`src/hdl/swizzled_pixel_memory_access_macros.svh`:
```
// Assertion macros for the swizzled pixel memory access block.
// Used by the top level; relies on the signals clk and rst_n in scope.
`ifndef SWIZZLED_PIXEL_MEMORY_ACCESS_MACROS_SVH
`define SWIZZLED_PIXEL_MEMORY_ACCESS_MACROS_SVH
`ifndef SYNTHESIS
// Same-cycle implication, disabled in reset
`define SPMA_ASSERT_IMP(lbl, ante, cons) \
  lbl: assert property (@(posedge clk) disable iff (!rst_n) (ante) |-> (cons)) \
    else $error("spma assertion failed");
// Next-cycle implication, disabled in reset
`define SPMA_ASSERT_NXT(lbl, ante, cons) \
  lbl: assert property (@(posedge clk) disable iff (!rst_n) (ante) |=> (cons)) \
    else $error("spma assertion failed");
`else
`define SPMA_ASSERT_IMP(lbl, ante, cons)
`define SPMA_ASSERT_NXT(lbl, ante, cons)
`endif
`endif

```
`src/hdl/spma_pkg.sv`:
```
// Shared types and constants of the swizzled pixel memory access block.
// No dependencies; imported by every module of the block but spma_ram.
`default_nettype none
package spma_pkg;

  // Memory geometry
  localparam int VRAM_BYTES = 4194304;
  localparam int AW         = $clog2(VRAM_BYTES);
  localparam int WAW        = AW - 2;
  localparam int VRAM_WORDS = VRAM_BYTES / 4;

  // Port widths
  localparam int IN_W   = 104;
  localparam int OUT_W  = 40;
  localparam int CFG_AW = 5;

  // Depth buffer block flip, as a word address mask
  localparam logic [WAW-1:0] Z_XOR = WAW'('h600);

  // Colour masks
  localparam logic [31:0] RGB24_MASK = 32'h00FF_FFFF;
  localparam logic [15:0] C16_ATOP   = 16'h8000;
  localparam logic [15:0] C16_RMASK  = 16'h7C00;
  localparam logic [15:0] C16_GMASK  = 16'h03E0;

  // Operation codes
  typedef enum logic [2:0] {
    OP_PIX_WR   = 3'd0,
    OP_PIX_RD   = 3'd1,
    OP_LIN32_WR = 3'd2,
    OP_LIN16_WR = 3'd3,
    OP_LIN32_RD = 3'd4,
    OP_LIN16_RD = 3'd5,
    OP_PAL      = 3'd6
  } op_t;

  // Pixel storage format codes
  localparam logic [5:0] PSM_C32  = 6'd0;
  localparam logic [5:0] PSM_C24  = 6'd1;
  localparam logic [5:0] PSM_C16  = 6'd2;
  localparam logic [5:0] PSM_C16S = 6'd10;
  localparam logic [5:0] PSM_T8   = 6'd19;
  localparam logic [5:0] PSM_T4   = 6'd20;
  localparam logic [5:0] PSM_T8H  = 6'd27;
  localparam logic [5:0] PSM_T4HL = 6'd36;
  localparam logic [5:0] PSM_T4HH = 6'd44;
  localparam logic [5:0] PSM_Z32  = 6'd48;
  localparam logic [5:0] PSM_Z24  = 6'd49;
  localparam logic [5:0] PSM_Z16  = 6'd50;
  localparam logic [5:0] PSM_Z16S = 6'd58;

  // Palette colour formats
  localparam logic [3:0] CF_32  = 4'd0;
  localparam logic [3:0] CF_24  = 4'd1;
  localparam logic [3:0] CF_16  = 4'd2;
  localparam logic [3:0] CF_16S = 4'd10;

  // Register indexes
  localparam logic [2:0] REG_ALPHA0     = 3'd0;
  localparam logic [2:0] REG_ALPHA1     = 3'd1;
  localparam logic [2:0] REG_ABZ        = 3'd2;
  localparam logic [2:0] REG_CLUT_BASE  = 3'd3;
  localparam logic [2:0] REG_CLUT_FMT   = 3'd4;
  localparam logic [2:0] REG_CLUT_LAY2  = 3'd5;
  localparam logic [2:0] REG_CLUT_WIDTH = 3'd6;
  localparam logic [2:0] REG_CLUT_ORG   = 3'd7;

  typedef enum logic [2:0] {SW_32, SW_16, SW_16S, SW_8, SW_4} swz_t;
  typedef enum logic [2:0] {K_NONE, K_W32, K_W24, K_H16, K_B8, K_N4} kind_t;
  typedef enum logic [1:0] {XP_NONE, XP_24, XP_16} xp_t;
  typedef enum logic [1:0] {ST_CLEAR, ST_IDLE, ST_ADDR, ST_DATA} state_t;

  typedef struct packed {
    logic [7:0]  alpha0;
    logic [7:0]  alpha1;
    logic        abz;
    logic [13:0] clut_base;
    logic [3:0]  clut_format;
    logic        clut_layout_two;
    logic [5:0]  clut_width;
    logic [15:0] clut_origin;
  } cfg_t;

  typedef struct packed {
    op_t         op;
    logic [5:0]  psm;
    logic [10:0] x;
    logic [10:0] y;
    logic [13:0] bp;
    logic [5:0]  bw;
    logic [31:0] value;
    logic [20:0] lin;
  } req_t;

  typedef struct packed {
    logic [WAW-1:0] waddr;
    logic [1:0]     lane;
    logic           nib;
    kind_t          kind;
    logic           wr;
    logic           ok;
    xp_t            xp;
    logic           zero;
  } acc_t;

endpackage
`default_nettype wire

```
`src/hdl/spma_regs.sv`:
```
// Configuration register file with an APB-style write/read port.
// Depends on spma_pkg (cfg_t, register indexes).
`default_nettype none
module spma_regs (
  input  wire logic                        clk,
  input  wire logic                        rst_n,
  input  wire logic                        psel,
  input  wire logic                        penable,
  input  wire logic                        pwrite,
  input  wire logic [spma_pkg::CFG_AW-1:0] paddr,
  input  wire logic [31:0]                 pwdata,
  output logic      [31:0]                 prdata,
  output spma_pkg::cfg_t                   cfg
);
  import spma_pkg::*;

  cfg_t       cfg_r, cfg_nxt;
  logic [2:0] idx;
  logic       wr;

  assign idx = paddr[4:2];
  assign wr  = psel & penable & pwrite;

  // Update the addressed register
  always_comb begin
    cfg_nxt = cfg_r;
    if (wr) begin
      case (idx)
        REG_ALPHA0:     cfg_nxt.alpha0          = pwdata[7:0];
        REG_ALPHA1:     cfg_nxt.alpha1          = pwdata[7:0];
        REG_ABZ:        cfg_nxt.abz             = pwdata[0];
        REG_CLUT_BASE:  cfg_nxt.clut_base       = pwdata[13:0];
        REG_CLUT_FMT:   cfg_nxt.clut_format     = pwdata[3:0];
        REG_CLUT_LAY2:  cfg_nxt.clut_layout_two = pwdata[0];
        REG_CLUT_WIDTH: cfg_nxt.clut_width      = pwdata[5:0];
        REG_CLUT_ORG:   cfg_nxt.clut_origin     = pwdata[15:0];
        default:        cfg_nxt = cfg_r;
      endcase
    end
  end

  // Read back
  always_comb begin
    case (idx)
      REG_ALPHA0:     prdata = {24'd0, cfg_r.alpha0};
      REG_ALPHA1:     prdata = {24'd0, cfg_r.alpha1};
      REG_ABZ:        prdata = {31'd0, cfg_r.abz};
      REG_CLUT_BASE:  prdata = {18'd0, cfg_r.clut_base};
      REG_CLUT_FMT:   prdata = {28'd0, cfg_r.clut_format};
      REG_CLUT_LAY2:  prdata = {31'd0, cfg_r.clut_layout_two};
      REG_CLUT_WIDTH: prdata = {26'd0, cfg_r.clut_width};
      REG_CLUT_ORG:   prdata = {16'd0, cfg_r.clut_origin};
      default:        prdata = 32'd0;
    endcase
  end

  always_ff @(posedge clk) begin
    if (!rst_n) begin
      cfg_r <= '0;
    end else begin
      cfg_r <= cfg_nxt;
    end
  end

  assign cfg = cfg_r;
endmodule
`default_nettype wire

```
`config.mk`:
```
export PLATFORM = sky130hd
export DESIGN_NAME = spma_regs
export DESIGN_NICKNAME = d
export VERILOG_FILES = /design/src/hdl/swizzled_pixel_memory_access_macros.svh /design/src/hdl/spma_pkg.sv /design/src/hdl/spma_regs.sv
export SDC_FILE = /design/constraint.sdc
export NUM_CORES = 1
export LEC_CHECK = 0
export BUFFER_PORTS_ARGS = -buffer_cell sky130_fd_sc_hd__buf_2
export CAP_MARGIN = 25
export CORE_ASPECT_RATIO = 0.75
export CORE_MARGIN = 1.5
export CORE_UTILIZATION = 40
export CTS_CLUSTER_DIAMETER = 100
export DETAILED_ROUTE_END_ITERATION = 6
export PLACE_DENSITY = 0.7
export SYNTH_ARGS = -nofsm -noshare
export SYNTH_HDL_FRONTEND = slang
export SYNTH_SLANG_ARGS = --single-unit
```
`constraint.sdc`:
```
create_clock -name clk -period 1.65 [get_ports clk]
set_clock_uncertainty 0.2 [all_clocks]
set_input_delay 0.165 -clock clk [delete_from_list [all_inputs] [get_ports clk]]
set_output_delay 0.165 -clock clk [all_outputs]
set_load 0.02 [all_outputs]
```
Yosys cells after proc, flatten, opt, wreduce, memory -nomap -nowiden. Index checks and enable logic that the tools add are counted.

Output and inout bits: 90. Logic and storage cells: 27. Input port bits: 42. Register bits after elaboration: 58.

Muxes and demuxes: 1. Equality and inequality tests: 7. Bitwise gates (word level): 2. Reduce and logical (&&, ||, !) cells: 9.

Operators with widths (count): $pmux 32 s8 (1); $reduce_and 2->1 (8); $eq 3x3->1 const B (4); $eq 3x2->1 const B (2); $eq 3x1->1 const B (1); $logic_not 3->1 (1); $and 1x1->1 (2).

Logic depth before layout (Yosys ltp). Gate-level depths: netlist (run 1).

Word-level depth: 3. Gate-level depth with buffers: 7. Mapped depth without buffers: 4.

Worst setup path before layout (run 1). No wires, ideal clock.

Path kind: input to output. Start: in paddr[3] in the netlist's numbering. End: out prdata[0]. Cell stages on the path: 5. Path slack: -0.191 ns. Arrival: 1.476 ns. Data required time: 1.285 ns. Path through: buf_2 -> buf_2 -> clkbuf_1 -> nor3_1 -> o31ai_1.

Longest elaborated chain between the ends: 2. Elaborated cells on any way between the ends: 9.

RTL lines: start: declaration (RTL line spma_regs.sv:10) `input wire logic [spma_pkg::CFG_AW-1:0] paddr,`; $eq 3x3->1, or another cell as far along (RTL line spma_regs.sv:44) `case (idx)`; $pmux 32 s8 * (RTL line spma_regs.sv:44); end: declaration (RTL line spma_regs.sv:12) `output logic [31:0] prdata,`.

Mark *: on every way between the ends. The rest lies on a longest branch, timed or not. The select of a mux whose other input is x is not followed.

Final worst setup path (run 1).
Start: reg cfg_r (netlist bit cfg[25]). End: out prdata[2].

Longest elaborated chain between the ends: 1.

RTL lines: start: declaration (RTL line spma_regs.sv:17) `cfg_t cfg_r, cfg_nxt;`; start signal: assignment (RTL line spma_regs.sv:61) `cfg_r <= cfg_nxt;`; $pmux 32 s8 (RTL line spma_regs.sv:44).

No other way between the ends. The select of a mux whose other input is x is not followed.

==> flow_summary.toml, run 1 <==
[routing]
firstDrtPassIters = 6
wl_um = 8580
drc = 0
ant_nets = 0
wl_per_cell_um = 14.9
viasPerCell = 4.99
dr.first_iter.drc_count = 228
vias = 2877

[finish]
nNetsFinal = 516
largest_reg_flops = 58
drive_gt1_share_pct = 38.8
final_core_util_pct = 59.3
diodes = 0
syn_to_final_growth_pct = 41.8
fin_area_um2 = 4090

[critical_path]
cp_data_arrival_time_ps = 1430
path_class = "flop to output port"
r2r_cells = 3
r2r_slack_ps = 680
crit_path_start_kind = "flop"
path_max_fanout = 2
startpoint = "cfg[25]"
cpMaxStageDelayCell = "dfxtp_2"
cp.required_ps = 1280
cp_slowest_stage_delay_ps = 320
crit_chain = "mux2_4 -> a221oi_4 -> a21oi_2 -> buf_4"
endpoint_kind = "output port"
r2r-start = "cfg[22]"
timing.rr.end = "cfg[22]"

[placed_design]
portBuffers = 97
placed_area_um2 = 3580
gp_congestion = 0.911
post-dp-hpwl_um = 6000

[synthesis]
synth-simple-area-share_pct = 19.4
synth.area.mux_share_pct = 13.3
synth_seq_area_share_pct = 40.3
avgSynthCellArea_um2 = 8.50
synth_compound_area_share_pct = 18.5
synth_top_family_by_area = "simple AND/OR/NAND/NOR gates"
ys_seq_elements = 58
yosysWarnings = 0
synth_area_um2 = 2880
synthAdderAreaFrac_pct = 0
synth_xor_area_share_pct = 0
yosysUniqueCellTypes = 33
synthCells = 339

[pwr]
ir_worst_vdd_v = 0.000480
p_leak_nw = 1.86
powerDensity_nw_per_um2 = 717

[timing]
layout_setup_ws_ps = -147
final-hold-violation-count = 0
rsz0062_at_grt = "yes"
fin_crit_ps = 1800
report.final.setup_viol = 3
layout_worst_path_cycle_share_pct = 109
fmaxAchievable_ghz = 0.556
slew_viol_final = 0

[die]
die_area_um2 = 7730
die_x_um = 101
start_util_pct = 41.8
core_area_um2 = 6900
top_level_ports = 132
die_y_um = 76.5
row_count = 26

[clocking]
clock_latency_ps = 330
cts_tree = "yes"
cts_buffers = 9
cts_num_sinks = 58
cts_max_path_buffers = 2
clock-root-buffer = "clkbuf_8"
htreeDepth = 3
clk_pin_slew_ps = 70

[min_path]
hp-class = "input pin to flop"
min_path_cells = 3
hold_start = "rst_n"
min_to = "cfg[47]"

[global_routing]
grt_overflow = 0
grt_pass1_vias = 2706
grtUsageTotal_pct = 22.6
grt_start_max_net_pins = 59
grt_antenna_before_repair = 0
grt_pass1_wl_um = 13500

[status]
status = "complete, but fails checks"
violations = "negative setup slack"

[run]
maxCapViolCount = 0
==> synthesized netlist by cell type, drive strengths merged <==
| cell type | instances | share of area (%) |
|---|---|---|
| nor2 | 21 | 2.9 |
| and4 | 2 | 0.61 |
| a31oi | 3 | 0.65 |
| nand4 | 3 | 0.87 |
| and2 | 1 | 0.22 |
| a221oi | 4 | 1.2 |
| mux2 | 3 | 1.2 |
| mux2i | 35 | 12 |
| nor2b | 20 | 4.3 |
| a21boi | 38 | 9.9 |
| nand3b | 1 | 0.26 |
| or3 | 1 | 0.22 |
| or2 | 1 | 0.22 |
| dfxtp | 58 | 40 |
| a21oi | 9 | 1.6 |
| nand2 | 58 | 7.6 |
| conb | 1 | 0.13 |
| nand4b | 2 | 1.1 |
| inv | 2 | 0.26 |
| o21ai | 27 | 4.7 |
| buf | 27 | 6.2 |
| o22ai | 1 | 0.22 |
| nand2b | 3 | 0.74 |
| nor3 | 2 | 0.35 |
| clkbuf | 15 | 2.0 |
| o31ai | 1 | 0.26 |
==> through the flow <==
stage	TNS, ps	cells	power [mW]	hold WS, ps	setup slack (ps)
after floorplan	-249	354	1.66	99.9	-39.9
after global placement	-36.7	537	1.77	213	-19.9
after detailed placement	-231	537	1.77	223	-58.8
after CTS	-478	575	2.95	92.9	-183
after global routing	-779	577	3.05	96.7	-187
final	-366	577	2.93	87.6	-147
==> report_power, final <==
part           internal [mW]  switching, mW  total (mW)
clock network          0.580          0.557        1.14
logic                  0.158          0.216       0.374
registers               1.41        0.00796        1.42
==> final cells by class <==
type / count / area [µm²]
Clock inverter: 3 / 15.0
Inverter: 2 / 7.51
Clock buffer: 13 / 149
Multi-Input combinational cell: 252 / 1610
Sequential cell: 58 / 1180
Timing Repair Buffer: 151 / 1000
Tap cell: 98 / 123
Fill cell: 631 / 2810
==> cell usage in the layout, fill, tap and decap left out, types with 4 or more instances in the layout <==
cell	n
a21boi_1	38
a21oi_1	5
a21oi_2	4
buf_2	89
buf_4	40
clkbuf_8	10
conb_1	16
dfxtp_1	41
dfxtp_2	17
dlygate4sd3_1	16
mux2i_1	34
nand2_1	58
nor2_1	19
nor2b_1	20
o21ai_0	18
o21ai_1	7
==> routing by layer <==
layer | vias up | wire length, µm | part of all wire [%] | global-route usage, %
li1 | 1396 | - | - | -
met1 | 1352 | 3960 | 46 | 31.7
met2 | 116 | 3870 | 45 | 33.5
met3 | 13 | 623 | 7.3 | 6.33
met4 | 0 | 128 | 1.5 | 7.36
met5 | - | 0 | 0 | 0
==> worst max-delay path, delay by kind of cell, from the launching register on <==
family / cells / cell delay [ps]
buffers and inverters: 1 / 160
flip-flops: 1 / 320
AO/OA/AOI/OAI: 2 / 320
multiplexers: 1 / 280
==> how the worst max path moves through the flow <==
stage                            to
after CTS                 prdata[2]
after global placement      cfg[34]
after detailed placement  prdata[2]
after global routing      prdata[2]
final                     prdata[2]
after floorplan           prdata[0]
==> timing repair <==
action | CTS | global route
buffers inserted | 6 | 2
gates cloned | 0 | 0
pin swaps | 5 | 7
endpoints found under the hold margin | 53 | 0
gates resized for setup | 26 | 18
hold buffers | 16 | 0
setup endpoints to repair | 6 | 8
==> kinds of logic after synthesis <==
logic type | after synthesis
DFF | 58
and+or+nand+nor | 115
other | 1
muxes | 38
AOI/OAI and AO/OA | 83
buffers and inverters | 44
(Power assumes the default switching activity.)
==> run 2, diff against run 1 <==
--- a/config.mk
+++ b/config.mk
@@ -7,7 +7,6 @@
 export LEC_CHECK = 0
 export BUFFER_PORTS_ARGS = -buffer_cell sky130_fd_sc_hd__buf_2
 export CAP_MARGIN = 25
-export CORE_ASPECT_RATIO = 0.75
 export CORE_MARGIN = 1.5
 export CORE_UTILIZATION = 40
 export CTS_CLUSTER_DIAMETER = 100
==> run 2 against run 1 <==
The run still ends with negative setup slack left. Non-clock buffer count shrank 7. Clock power up 44%. Worst hold slack better by 6.0 ps. Sequential cell count unchanged. Critical path depth stayed put. Final cell count fell by 1.6%.
==> flow_summary.toml, run 2 (synthesized netlist as in run 1, its figures left out) <==
[status]
violations = "negative setup slack"
status = "complete, but fails checks"

[critical_path]
r2r_cells = 3
r2r-start = "cfg[53]"
cp.required_ps = 1280
crit_path_start_kind = "flop"
timing.rr.end = "cfg[53]"
r2r_slack_ps = 720
path_class = "flop to output port"
cp_data_arrival_time_ps = 1410
endpoint_kind = "output port"
path_max_fanout = 3

[placed_design]
gp_congestion = 0.768
post-dp-hpwl_um = 5620
place_inst = 529
placed_area_um2 = 3530
place_ws_ps = -44.9
portBuffers = 97

[pwr]
powerDensity_nw_per_um2 = 837
ir_worst_vdd_v = 0.000532
p_total_mw = 3.42
p_leak_nw = 1.86

[routing]
dr.first_iter.drc_count = 101
firstDrtPassIters = 4
wl_per_cell_um = 14.9
viasPerCell = 5.07
drc = 0
vias = 2877
ant_nets = 0
wl_um = 8470

[min_path]
hp-class = "input pin to flop"
min_to = "cfg[32]"
min_path_cells = 3
hold_start = "rst_n"

[timing]
rsz0062_at_grt = "yes"
fin_crit_ps = 1780
layout_worst_path_cycle_share_pct = 108
report.final.setup_viol = 3
final-hold-violation-count = 0
slew_viol_final = 0
fin_tns_setup_ps = -287
layout_setup_ws_ps = -128
whs_ps = 93.6
fmaxAchievable_ghz = 0.562

[finish]
diodes = 0
syn_to_final_growth_pct = 41.6
largest_reg_flops = 58
drive_gt1_share_pct = 37.7
layout.cells.non_filler = 568
final_cell_mix = "buf_2, nand2_1, dfxtp_1"
fin_area_um2 = 4080
nNetsFinal = 509
final_common_cell = "buf_2"
final_core_util_pct = 59.4

[global_routing]
grt_antenna_before_repair = 0
grtUsageTotal_pct = 22.3
grt_pass1_vias = 2708
grt_pass1_wl_um = 13100
grt_overflow = 0
grt_start_max_net_pins = 59

[clocking]
cts_max_path_buffers = 2
clock_latency_ps = 340
htreeDepth = 3
clock-root-buffer = "clkbuf_8"
clk_pin_slew_ps = 60
cts_num_sinks = 58
cts_buffers = 9
cts_tree = "yes"

[die]
top_level_ports = 132
die_x_um = 87.9
row_count = 30
start_util_pct = 42.0
core_area_um2 = 6870
die_area_um2 = 7730
die_y_um = 87.9

[run]
maxCapViolCount = 0
-- run 2: final cells by class --
| cell class | instances | area, µm² |
|---|---|---|
| Clock buffer | 11 | 151 |
| Clock inverter | 5 | 100 |
| Fill cell | 652 | 2790 |
| Inverter | 2 | 7.51 |
| Multi-Input combinational cell | 252 | 1580 |
| Sequential cell | 58 | 1180 |
| Tap cell | 96 | 120 |
| Timing Repair Buffer | 144 | 940 |
-- run 2: worst max-delay path by stage --
stage / slack [ps] / startpoint / endpoint / depth (start not counted)
global placement: -20 / paddr[4] / prdata[4] / 5
global route: -180 / cfg[24] / prdata[1] / 4
finish: -130 / cfg[24] / prdata[1] / 4
CTS: -100 / cfg[24] / prdata[1] / 4
detailed placement: -40 / paddr[4] / prdata[4] / 5
floorplan: -40 / paddr[3] / prdata[0] / 5
-- run 2: timing repair --
action | CTS | global route
hold endpoints to repair | 56 | 0
setup buffers | 6 | 1
gates resized for setup | 22 | 15
pin swaps | 2 | 3
endpoints found under the setup margin | 7 | 10
hold buffers | 16 | 0
-- run 2: power breakdown --
| group | switching [mW] | internal, mW | total, mW |
|---|---|---|---|
| Sequential | 0.00805 | 1.41 | 1.42 |
| Clock | 0.564 | 1.08 | 1.64 |
| Combinational | 0.208 | 0.147 | 0.355 |
| Total | 0.780 | 2.64 | 3.42 |
-- run 2: layer usage --
layer  up-vias  GRT usage, %  part of all wire, %
li1       1377             -                    -
met1      1387          26.3                   43
met2       106          38.0                   49
met3         7          7.82                  7.3
met4         0          6.49                 0.79
met5         -             0                    0
-- run 2: worst max-delay path, stage by stage, from the launching register on --
cell and delay (ps):
dfxtp_2 330, mux2_4 270, a221oi_2 240, a21oi_1 70, buf_2 160
