==> src/hdl/swizzled_pixel_memory_access_macros.svh <==
// Assertion macros for the swizzled pixel memory access block.
// Used by the top level; relies on the signals clk and rst_n in scope.
`ifndef SWIZZLED_PIXEL_MEMORY_ACCESS_MACROS_SVH
`define SWIZZLED_PIXEL_MEMORY_ACCESS_MACROS_SVH
`ifndef SYNTHESIS
// Same-cycle implication, disabled in reset
`define SPMA_ASSERT_IMP(lbl, ante, cons) \
  lbl: assert property (@(posedge clk) disable iff (!rst_n) (ante) |-> (cons)) \
    else $error("spma assertion failed");
// Next-cycle implication, disabled in reset
`define SPMA_ASSERT_NXT(lbl, ante, cons) \
  lbl: assert property (@(posedge clk) disable iff (!rst_n) (ante) |=> (cons)) \
    else $error("spma assertion failed");
`else
`define SPMA_ASSERT_IMP(lbl, ante, cons)
`define SPMA_ASSERT_NXT(lbl, ante, cons)
`endif
`endif

==> src/hdl/spma_pkg.sv <==
// Shared types and constants of the swizzled pixel memory access block.
// No dependencies; imported by every module of the block but spma_ram.
`default_nettype none
package spma_pkg;

  // Memory geometry
  localparam int VRAM_BYTES = 4194304;
  localparam int AW         = $clog2(VRAM_BYTES);
  localparam int WAW        = AW - 2;
  localparam int VRAM_WORDS = VRAM_BYTES / 4;

  // Port widths
  localparam int IN_W   = 104;
  localparam int OUT_W  = 40;
  localparam int CFG_AW = 5;

  // Depth buffer block flip, as a word address mask
  localparam logic [WAW-1:0] Z_XOR = WAW'('h600);

  // Colour masks
  localparam logic [31:0] RGB24_MASK = 32'h00FF_FFFF;
  localparam logic [15:0] C16_ATOP   = 16'h8000;
  localparam logic [15:0] C16_RMASK  = 16'h7C00;
  localparam logic [15:0] C16_GMASK  = 16'h03E0;

  // Operation codes
  typedef enum logic [2:0] {
    OP_PIX_WR   = 3'd0,
    OP_PIX_RD   = 3'd1,
    OP_LIN32_WR = 3'd2,
    OP_LIN16_WR = 3'd3,
    OP_LIN32_RD = 3'd4,
    OP_LIN16_RD = 3'd5,
    OP_PAL      = 3'd6
  } op_t;

  // Pixel storage format codes
  localparam logic [5:0] PSM_C32  = 6'd0;
  localparam logic [5:0] PSM_C24  = 6'd1;
  localparam logic [5:0] PSM_C16  = 6'd2;
  localparam logic [5:0] PSM_C16S = 6'd10;
  localparam logic [5:0] PSM_T8   = 6'd19;
  localparam logic [5:0] PSM_T4   = 6'd20;
  localparam logic [5:0] PSM_T8H  = 6'd27;
  localparam logic [5:0] PSM_T4HL = 6'd36;
  localparam logic [5:0] PSM_T4HH = 6'd44;
  localparam logic [5:0] PSM_Z32  = 6'd48;
  localparam logic [5:0] PSM_Z24  = 6'd49;
  localparam logic [5:0] PSM_Z16  = 6'd50;
  localparam logic [5:0] PSM_Z16S = 6'd58;

  // Palette colour formats
  localparam logic [3:0] CF_32  = 4'd0;
  localparam logic [3:0] CF_24  = 4'd1;
  localparam logic [3:0] CF_16  = 4'd2;
  localparam logic [3:0] CF_16S = 4'd10;

  // Register indexes
  localparam logic [2:0] REG_ALPHA0     = 3'd0;
  localparam logic [2:0] REG_ALPHA1     = 3'd1;
  localparam logic [2:0] REG_ABZ        = 3'd2;
  localparam logic [2:0] REG_CLUT_BASE  = 3'd3;
  localparam logic [2:0] REG_CLUT_FMT   = 3'd4;
  localparam logic [2:0] REG_CLUT_LAY2  = 3'd5;
  localparam logic [2:0] REG_CLUT_WIDTH = 3'd6;
  localparam logic [2:0] REG_CLUT_ORG   = 3'd7;

  typedef enum logic [2:0] {SW_32, SW_16, SW_16S, SW_8, SW_4} swz_t;
  typedef enum logic [2:0] {K_NONE, K_W32, K_W24, K_H16, K_B8, K_N4} kind_t;
  typedef enum logic [1:0] {XP_NONE, XP_24, XP_16} xp_t;
  typedef enum logic [1:0] {ST_CLEAR, ST_IDLE, ST_ADDR, ST_DATA} state_t;

  typedef struct packed {
    logic [7:0]  alpha0;
    logic [7:0]  alpha1;
    logic        abz;
    logic [13:0] clut_base;
    logic [3:0]  clut_format;
    logic        clut_layout_two;
    logic [5:0]  clut_width;
    logic [15:0] clut_origin;
  } cfg_t;

  typedef struct packed {
    op_t         op;
    logic [5:0]  psm;
    logic [10:0] x;
    logic [10:0] y;
    logic [13:0] bp;
    logic [5:0]  bw;
    logic [31:0] value;
    logic [20:0] lin;
  } req_t;

  typedef struct packed {
    logic [WAW-1:0] waddr;
    logic [1:0]     lane;
    logic           nib;
    kind_t          kind;
    logic           wr;
    logic           ok;
    xp_t            xp;
    logic           zero;
  } acc_t;

endpackage
`default_nettype wire

==> src/hdl/spma_dpath.sv <==
// Data path: extracts the read field, expands palette colours and merges
// write data into the word read back. Depends on spma_pkg.
`default_nettype none
module spma_dpath (
  input  spma_pkg::acc_t    acc,
  input  spma_pkg::cfg_t    cfg,
  input  wire logic [31:0]  rdata,
  input  wire logic [31:0]  value,
  output logic      [31:0]  rd_data,
  output logic      [31:0]  wdata
);
  import spma_pkg::*;

  logic [4:0]  bsh, nsh;
  logic [31:0] raw, exp_d, rgb;
  logic [15:0] c16;
  logic [7:0]  a24, a16;

  assign bsh = {acc.lane, 3'b000};
  assign nsh = {acc.lane, acc.nib, 2'b00};

  // Merge write data into the old word
  always_comb begin
    wdata = rdata;
    case (acc.kind)
      K_W32: wdata = value;
      K_W24: wdata = {rdata[31:24], value[23:0]};
      K_H16: begin
        if (acc.lane[1]) begin
          wdata[31:16] = value[15:0];
        end else begin
          wdata[15:0] = value[15:0];
        end
      end
      K_B8:    wdata[bsh +: 8] = value[7:0];
      K_N4:    wdata[nsh +: 4] = value[3:0];
      default: wdata = rdata;
    endcase
  end

  // Extract the read field
  always_comb begin
    case (acc.kind)
      K_W32:   raw = rdata;
      K_W24:   raw = rdata & RGB24_MASK;
      K_H16:   raw = {16'd0, acc.lane[1] ? rdata[31:16] : rdata[15:0]};
      K_B8:    raw = {24'd0, rdata[bsh +: 8]};
      K_N4:    raw = {28'd0, rdata[nsh +: 4]};
      default: raw = 32'd0;
    endcase
  end

  // Expand palette colours with the alpha registers
  always_comb begin
    rgb = raw & RGB24_MASK;
    c16 = raw[15:0];
    a24 = (cfg.abz && rgb == 32'd0) ? 8'd0 : cfg.alpha0;
    if ((c16 & C16_ATOP) != 16'd0) begin
      a16 = cfg.alpha1;
    end else if (cfg.abz && c16[14:0] == 15'd0) begin
      a16 = 8'd0;
    end else begin
      a16 = cfg.alpha0;
    end
    case (acc.xp)
      XP_24:   exp_d = {a24, rgb[23:0]};
      XP_16:   exp_d = {a16, 5'((c16 & C16_RMASK) >> 10), 3'b000,
                        5'((c16 & C16_GMASK) >> 5), 3'b000, c16[4:0], 3'b000};
      default: exp_d = raw;
    endcase
    rd_data = (acc.wr || acc.zero) ? 32'd0 : exp_d;
  end
endmodule
`default_nettype wire
==> config.mk <==
export PLATFORM = sky130hd
export DESIGN_NAME = spma_dpath
export DESIGN_NICKNAME = d
export VERILOG_FILES = /design/src/hdl/swizzled_pixel_memory_access_macros.svh /design/src/hdl/spma_pkg.sv /design/src/hdl/spma_dpath.sv
export SDC_FILE = /design/constraint.sdc
export NUM_CORES = 1
export LEC_CHECK = 0
export CORE_UTILIZATION = 46
export DETAILED_ROUTE_END_ITERATION = 6
export DONT_BUFFER_PORTS = 1
export GPL_ROUTABILITY_DRIVEN = 0
export GPL_TIMING_DRIVEN = 0
export MAX_ROUTING_LAYER = met4
export PLACE_DENSITY = 0.71
export SYNTH_ARGS = -nofsm -noshare
export SYNTH_HDL_FRONTEND = slang
export SYNTH_SLANG_ARGS = --single-unit
==> constraint.sdc <==
create_clock -name vclk -period 2.7
set_input_delay 0.405 -clock vclk [all_inputs]
set_output_delay 0.405 -clock vclk [all_outputs]
set_load 0.02 [all_outputs]
== Yosys cells after proc, flatten, opt, wreduce, memory -nomap -nowiden ==
Index checks and enable logic that the tools add are counted.
Operators by class
  add/subtract/negate cells: 2
  multiplexer cells: 12
  reductions and logical operators: 5
  shift operators: 6
  equality and inequality tests: 7
Operator list (number)
  case mux 32 bit (5 select lines): 2
  bitwise mux 32 bit: 2
  case mux 32 bit (2 select lines): 1
  two-way mux 16 bit: 3
  logical NOT 32 bit: 1
  two-way mux 32 bit: 1
  variable shift 4 x 7 -> 32 bit, first input constant: 1
  variable shift 8 x 7 -> 32 bit, first input constant: 1
  indexed part select 32 x 6 -> 4 bit: 1
  indexed part select 32 x 6 -> 8 bit: 1
  indexed part select 4 x 7 -> 32 bit: 1
  indexed part select 8 x 7 -> 32 bit: 1
  two-way mux 8 bit: 3
  logical NOT 15 bit: 1
  negator 5 -> 7 bit: 2
  equality test 3 x 2 -> 1 bit, second input constant: 2
  equality test 3 bit, second input constant: 2
  equality test 3 x 1 -> 1 bit, second input constant: 1
  equality test 2 x 1 -> 1 bit, second input constant: 1
  equality test 2 bit, second input constant: 1
  logical AND 1 bit: 2
  logical OR 1 bit: 1
Storage, ports and cells
  output and inout bits: 64
  flip-flop bits (word level): 0
  input port bits: 153

== Longest topological paths before layout ==
Gate-level depths: netlist of run 1.
  depth after elaboration: 8
  depth in mapped cells: 12
  gate-level depth less buffers: 9

== Least setup slack after synthesis of run 1 ==
Ideal clock, no wire load.
  path kind: input to output
  start: input acc[9] in the netlist's numbering
  end: output wdata[10]
  required time: 2.295 ns
  cell stages on the path: 10
  path buffers: 3
  slack: -0.365 ns
  arrival: 2.660 ns
  path through: buf_6 > buf_6 > inv_1 > ha_1 > ha_1 > clkbuf_1 > nand3_1 > nor4_1 > a22oi_1 > o21ai_0
On the way
  longest elaborated chain between the ends: 4
  elaborated cells on any way between the ends: 9
Ends and longest elaborated chain
  start, declared: RTL line spma_dpath.sv:5  | input spma_pkg::acc_t acc,
  negator 5 -> 7 bit (on tied branches): RTL line spma_dpath.sv:35, spma_dpath.sv:36
  indexed part select 8 x 7 -> 32 bit (tied with other cells): RTL line spma_dpath.sv:35  | K_B8: wdata[bsh +: 8] = value[7:0];
  bitwise mux 32 bit (on tied branches): RTL line spma_dpath.sv:35, spma_dpath.sv:36
  case mux 32 bit (5 select lines) *: RTL line spma_dpath.sv:25  | case (acc.kind)
  end, declared: RTL line spma_dpath.sv:10  | output logic [31:0] wdata
Every way passes the cells marked *; elsewhere a longest branch is shown, timed or not.

== Worst setup path in the final report of run 1 ==
  start: input acc[9] in the netlist's numbering
  end: output rd_data[27]
On the way
  longest elaborated chain between the ends: 8
  elaborated cells on any way between the ends: 12
Ends and longest elaborated chain
  indexed part select 32 x 6 -> 4 bit or indexed part select 32 x 6 -> 8 bit (tied branches): RTL line spma_dpath.sv:48, spma_dpath.sv:47
  case mux 32 bit (5 select lines) *: RTL line spma_dpath.sv:43  | case (acc.kind)
  logical NOT 15 bit: RTL line spma_dpath.sv:60  | end else if (cfg.abz && c16[14:0] == 15'd0) begin
  logical AND 1 bit: RTL line spma_dpath.sv:60
  two-way mux 8 bit: RTL line spma_dpath.sv:60
  two-way mux 8 bit: RTL line spma_dpath.sv:58  | if ((c16 & C16_ATOP) != 16'd0) begin
  case mux 32 bit (2 select lines) *: RTL line spma_dpath.sv:65  | case (acc.xp)
  two-way mux 32 bit *: RTL line spma_dpath.sv:71  | rd_data = (acc.wr || acc.zero) ? 32'd0 : exp_d;
  end, declared: RTL line spma_dpath.sv:9  | output logic [31:0] rd_data,
Marked as above.

==> metrics.csv, run 1 <==
stage;metric;value;unit
timing;setup_tns;-2670;ps
finish;syn2layout_area_growth;34.1;%
detailed_routing;wl_per_cell;27.2;um
finish;fin_nets;681;
setup_path;required;2300;ps
finish;nFlopsAndLatches;0;
placement;io_buffer_count;0;
timing;max_slew_margin;0.380;
timing;finalCritPeriodShare;1.07;
floorplan;rows;29;
floorplan;start_util;0.483;
power_and_ir_drop;p_leak;0.00148;uW
setup_path;critical_path_depth;11;
run_status;violations;DRC, setup timing;
power_and_ir_drop;power.density;200;nW/um^2
timing;min_period;2880;ps
setup_path;path_buf_inv;4;
yosys;synth_area;3100;um^2
finish;mostFrequentLayoutCells;56 x nand2_1, 32 x nor2_1, 29 x nand3_1;
placement;dp_hpwl;11000;um
detailed_routing;drt_iter0_drc;751;
power_and_ir_drop;switching_share;0.617;
power_and_ir_drop;power_frac_comb;1.000;
timing;setup_slack;-181;ps
timing;final_hold_viol_count;0;
power_and_ir_drop;power_frac_seq;0;
grt;grtUsageMet3;0.0742;
power_and_ir_drop;ir_worst_vdd;0.000122;V
yosys;syn_avg_cell_area;6.37;um^2
finish;multi_input_area;3510;um^2
timing;slew_viol_final;0;
floorplan;core;6420;um^2
yosys;synthDistinctLibCells;64;
setup_path;crit_chain;buf_12, buf_4, buf_12, mux2i_4, mux2i_1, a222oi_1, a21boi_4, nand4_4, nor4b_4, buf_6, a21oi_4;
detailed_routing;via_per_inst;8.20;
grt;grt_max_degree;11;
timing;worst_pin_slew;930;ps
setup_path;critPathTopFamily;compound AO/OA/AOI/OAI gates;
power_and_ir_drop;power;833;uW
min_path;hold_depth;1;
finish;postLayoutCellArea;4160;um^2
min_path;hp-start;rdata[16];
detailed_routing;routed_wl;16100;um
finish;finalNonFillerCells;592;
yosys;syn_nets;652;
setup_path;endpoint_kind;primary output;
yosys;yosysSeqAreaShare;0;
floorplan;dieArea;7070;um^2
detailed_routing;drc;21;
setup_path;cp-start-kind;primary input;
detailed_routing;dr.pass1.iters;7;
yosys;synth_warnings;0;
power_and_ir_drop;internal_power;319;uW
setup_path;worst_ep_arrival_time;2480;ps
grt;grt_pass1_vias;4319;
setup_path;cp_max_fo;8;
grt;grt_busiest_layer;met2;
placement;dpl_cell_area;3300;um^2
detailed_routing;ant_nets;0;
grt;grt-ovfl-total;0;
power_and_ir_drop;pwr-share-clk;0;
setup_path;cp_common_cell;buf_12;
timing;rsz0062_at_grt;true;
grt;antenna_found_initial;1;
yosys;syn-instance-count;487;
min_path;hold_path.class;primary input to primary output;
power_and_ir_drop;switchingPower;514;uW
finish;nClkBuffers;0;
setup_path;cp_slowest_cell;a222oi_1;
timing;setup_viol;25;
grt;grtUsageMet2;0.624;
run_status;status;complete, but fails checks;
floorplan;die_h;84.1;um
timing;clock.fmax;0.347;GHz
grt;grt_use_met1;0.509;
finish;seq_area;0;um^2
floorplan;io_pins;217;
min_path;min_to;wdata[16];
setup_path;critPathMaxStageDelay;320;ps
floorplan;fp.dieW;84.1;um
grt;gr-usage-all-layers;0.409;
grt;grt_first_pass_wirelength;22600;um
detailed_routing;vias;4853;
placement;dp_cells;564;
finish;final_common_cell;nand2_1;
run;cap_viol_max_count;0;
finish;fillerInstances;556;
finish;layout-drive-gt1-share;0.304;
setup_path;worst-setup-path-type;primary input to primary output;
## layout make-up
type,count,share of cell area
multi-input cells,434,0.844
repair buffers,30,0.0599
plain buffers,37,0.0584
well taps,77,0.0232
inverters,13,0.0135
diodes,1,0.000602
## worst max path at each step
| stage | slack, ps | startpoint | endpoint |
|---|---|---|---|
| finish | -180 | acc[9] | rd_data[27] |
| global route | -220 | acc[9] | rd_data[27] |
| CTS | -70 | acc[9] | wdata[16] |
| detailed placement | -360 | acc[9] | wdata[16] |
| global placement | -320 | acc[9] | wdata[21] |
| floorplan | -60 | acc[9] | wdata[16] |
## synth_stat cells (all sizes together) (2+ instances only)
library cell / number / area share
o22ai: 5 / 0.010
a32oi: 3 / 0.0085
a221o: 4 / 0.013
o21a: 3 / 0.0073
mux2i: 24 / 0.077
nand2: 57 / 0.069
o21ai: 39 / 0.063
a222oi: 19 / 0.061
or2: 2 / 0.0040
clkbuf: 22 / 0.027
nor3: 5 / 0.0081
a2bb2oi: 3 / 0.0085
a22o: 10 / 0.028
and3: 3 / 0.0061
nand4: 2 / 0.0061
mux4: 3 / 0.022
and2: 6 / 0.012
a21oi: 44 / 0.071
a22oi: 28 / 0.068
a31oi: 6 / 0.012
nor4b: 3 / 0.013
inv: 13 / 0.016
nor2: 40 / 0.048
mux2: 2 / 0.0073
ha: 12 / 0.048
a211oi: 4 / 0.0097
nand3: 33 / 0.053
a21o: 12 / 0.029
o21bai: 5 / 0.012
nand3b: 2 / 0.0048
nor4: 7 / 0.016
or3: 2 / 0.0040
o211ai: 3 / 0.0073
nand2b: 7 / 0.014
nor2b: 14 / 0.028
a21boi: 3 / 0.0097
o22a: 3 / 0.0085
buf: 18 / 0.038
## power by group through the flow
stage          Clock [uW]  Combinational [uW]  Sequential [uW]
6_report        0.0000499                 833                0
4_1_cts                 0                 703                0
3_3_place_gp            0                 610                0
3_5_place_dp            0                 622                0
2_1_floorplan           0                 514                0
5_1_grt         0.0000497                 869                0
## stage by stage
stage          setup slack (ps)  hold slack, ps  utilization
6_report                   -181             966        0.647
3_3_place_gp               -319             971        0.514
4_1_cts                   -69.3             962        0.577
3_5_place_dp               -360             969        0.514
2_1_floorplan             -57.3             963            -
5_1_grt                    -224             966        0.647
## metal layers
layer | share of wire | vias up
met4 | 0.072 | 0
met1 | 0.33 | 2210
li1 | - | 1959
met3 | 0.16 | 130
met5 | 0 | -
met2 | 0.43 | 554
## cells by family after synthesis
kind of cell | synth area share
buf+inv | 0.0807
simple gates | 0.303
fa+ha+maj | 0.0484
xor+xnor | 0.00283
compound gates | 0.458
mux | 0.107
## timing repair
| action | 4_1_cts | 5_1_grt |
|---|---|---|
| hold buffers | 0 | 0 |
| buffers inserted | 14 | 16 |
| setup endpoints to repair | 40 | 40 |
| pin swaps | 28 | 41 |
| resized for setup | 71 | 72 |
No activity file was read; power rests on OpenSTA's default activity.
==> inputs of run 2 (changes only) <==
Settings changed: TNS_END_PERCENT set to 30.
==> metrics.csv, run 2 (synthesized netlist as in run 1, its figures left out) <==
stage;metric;value;unit
run_status;status;complete, but fails checks;
run_status;violations;DRC, setup timing;
finish;nFlopsAndLatches;0;
detailed_routing;routed_wl;15000;um
timing;setup_slack;-155;ps
finish;seq_area;0;um^2
floorplan;io_pins;217;
power_and_ir_drop;power.density;198;nW/um^2
placement;place_ws;-414;ps
floorplan;core;6420;um^2
timing;max_slew_margin;0.446;
floorplan;start_util;0.483;
grt;grt_pass1_vias;4212;
timing;worst_pin_slew;831;ps
placement;dpl_cell_area;3290;um^2
grt;grt_first_pass_wirelength;22300;um
setup_path;endpoint_kind;primary output;
setup_path;cp_max_fo;8;
grt;grt-ovfl-total;0;
placement;io_buffer_count;0;
placement;dp_hpwl;10900;um
finish;syn2layout_area_growth;27.2;%
finish;postLayoutCellArea;3940;um^2
setup_path;worst_ep_arrival_time;2450;ps
finish;fin_nets;673;
timing;min_period;2860;ps
timing;finalCritPeriodShare;1.06;
floorplan;die_h;84.1;um
detailed_routing;wl_per_cell;25.8;um
grt;gr-usage-all-layers;0.402;
grt;grtUsageMet2;0.625;
floorplan;dieArea;7070;um^2
detailed_routing;via_per_inst;7.85;
grt;grt_max_degree;11;
setup_path;cp-start-kind;primary input;
timing;clock.fmax;0.350;GHz
finish;finalNonFillerCells;583;
floorplan;rows;29;
timing;setup_viol;28;
placement;dp_cells;564;
finish;nClkBuffers;0;
min_path;hold_path.class;primary input to primary output;
detailed_routing;dr.pass1.iters;7;
grt;grt_busiest_layer;met2;
power_and_ir_drop;p_leak;0.00142;uW
detailed_routing;ant_nets;0;
finish;antenna_cells;0;
timing;whs;949;ps
run;cap_viol_max_count;0;
timing;slew_viol_final;0;
power_and_ir_drop;ir_worst_vdd;0.000120;V
setup_path;required;2300;ps
finish;final_common_cell;nand2_1;
grt;grtUsageMet3;0.0663;
grt;grt_use_met1;0.497;
detailed_routing;drc;20;
setup_path;worst-setup-path-type;primary input to primary output;
grt;antenna_found_initial;0;
detailed_routing;drt_iter0_drc;643;
floorplan;fp.dieW;84.1;um
timing;final_hold_viol_count;0;
finish;mostFrequentLayoutCells;56 x nand2_1, 32 x nor2_1, 30 x nand3_1;
timing;rsz0062_at_grt;true;
detailed_routing;vias;4578;
finish;fillerInstances;582;
power_and_ir_drop;power;782;uW
cts;hold_buffers;0;
finish;layout-drive-gt1-share;0.283;
[run 2: cell count changes in the layout (fill, tap and decap cells not counted), moves of 3 or more]
cell,before,now
nand3_4,4,1
buf_4,27,20
a22o_2,3,0
a22oi_1,18,23
o21ai_1,14,11
a22o_4,0,3
a21oi_2,9,14
a21oi_4,7,2
o21ai_2,7,11
a22oi_2,10,5
[run 2: metal layers]
layer  up-vias  part of all wire
met3       107              0.15
met5         -                 0
met4         0             0.069
met2       446              0.43
met1      2090              0.35
li1       1935                 -
[run 2: worst max-delay path: stages]
cell and delay (ps):
buf_12 80, buf_8 90, clkinvlp_4 180, ha_2 230
ha_1 280, clkbuf_8 160, nand3_4 120, a21oi_1 170
o21ai_0 100, a222oi_1 420, inv_1 210
[run 2: stage by stage]
stage / TNS, ps / util
6_report: -2010 / 0.614
5_1_grt: -5440 / 0.614
4_1_cts: -944 / 0.576
3_5_place_dp: -11110 / 0.512
3_3_place_gp: -8760 / 0.512
2_1_floorplan: -292 / -
[run 2: repair_timing]
item                       CTS  global route
setup endpoints to repair   40            40
resized for setup           78            44
setup buffers               13             8
pin swaps                   36            30
[run 2: final cells by class]
cell class,count,area (um^2),share of cell area
timing repair buffer,21,165,0.0419
multi-input combinational,434,3390,0.860
inverter,13,56.3,0.0143
buffer,38,234,0.0593
tap,77,96.3,0.0244
[run 2: final timing paths]
| kind | start | endpoint | cells past startpoint | slack [ps] |
|---|---|---|---|---|
| worst max-delay path | acc[9] | wdata[19] | 11 | -160 |
| worst min-delay path | rdata[1] | wdata[1] | 1 | 950 |
[run 2: power breakdown]
part           total, uW  switching (uW)  internal, uW
Sequential             0               0             0
Combinational        782             486           296
Clock                  0               0             0
Total                782             486           296
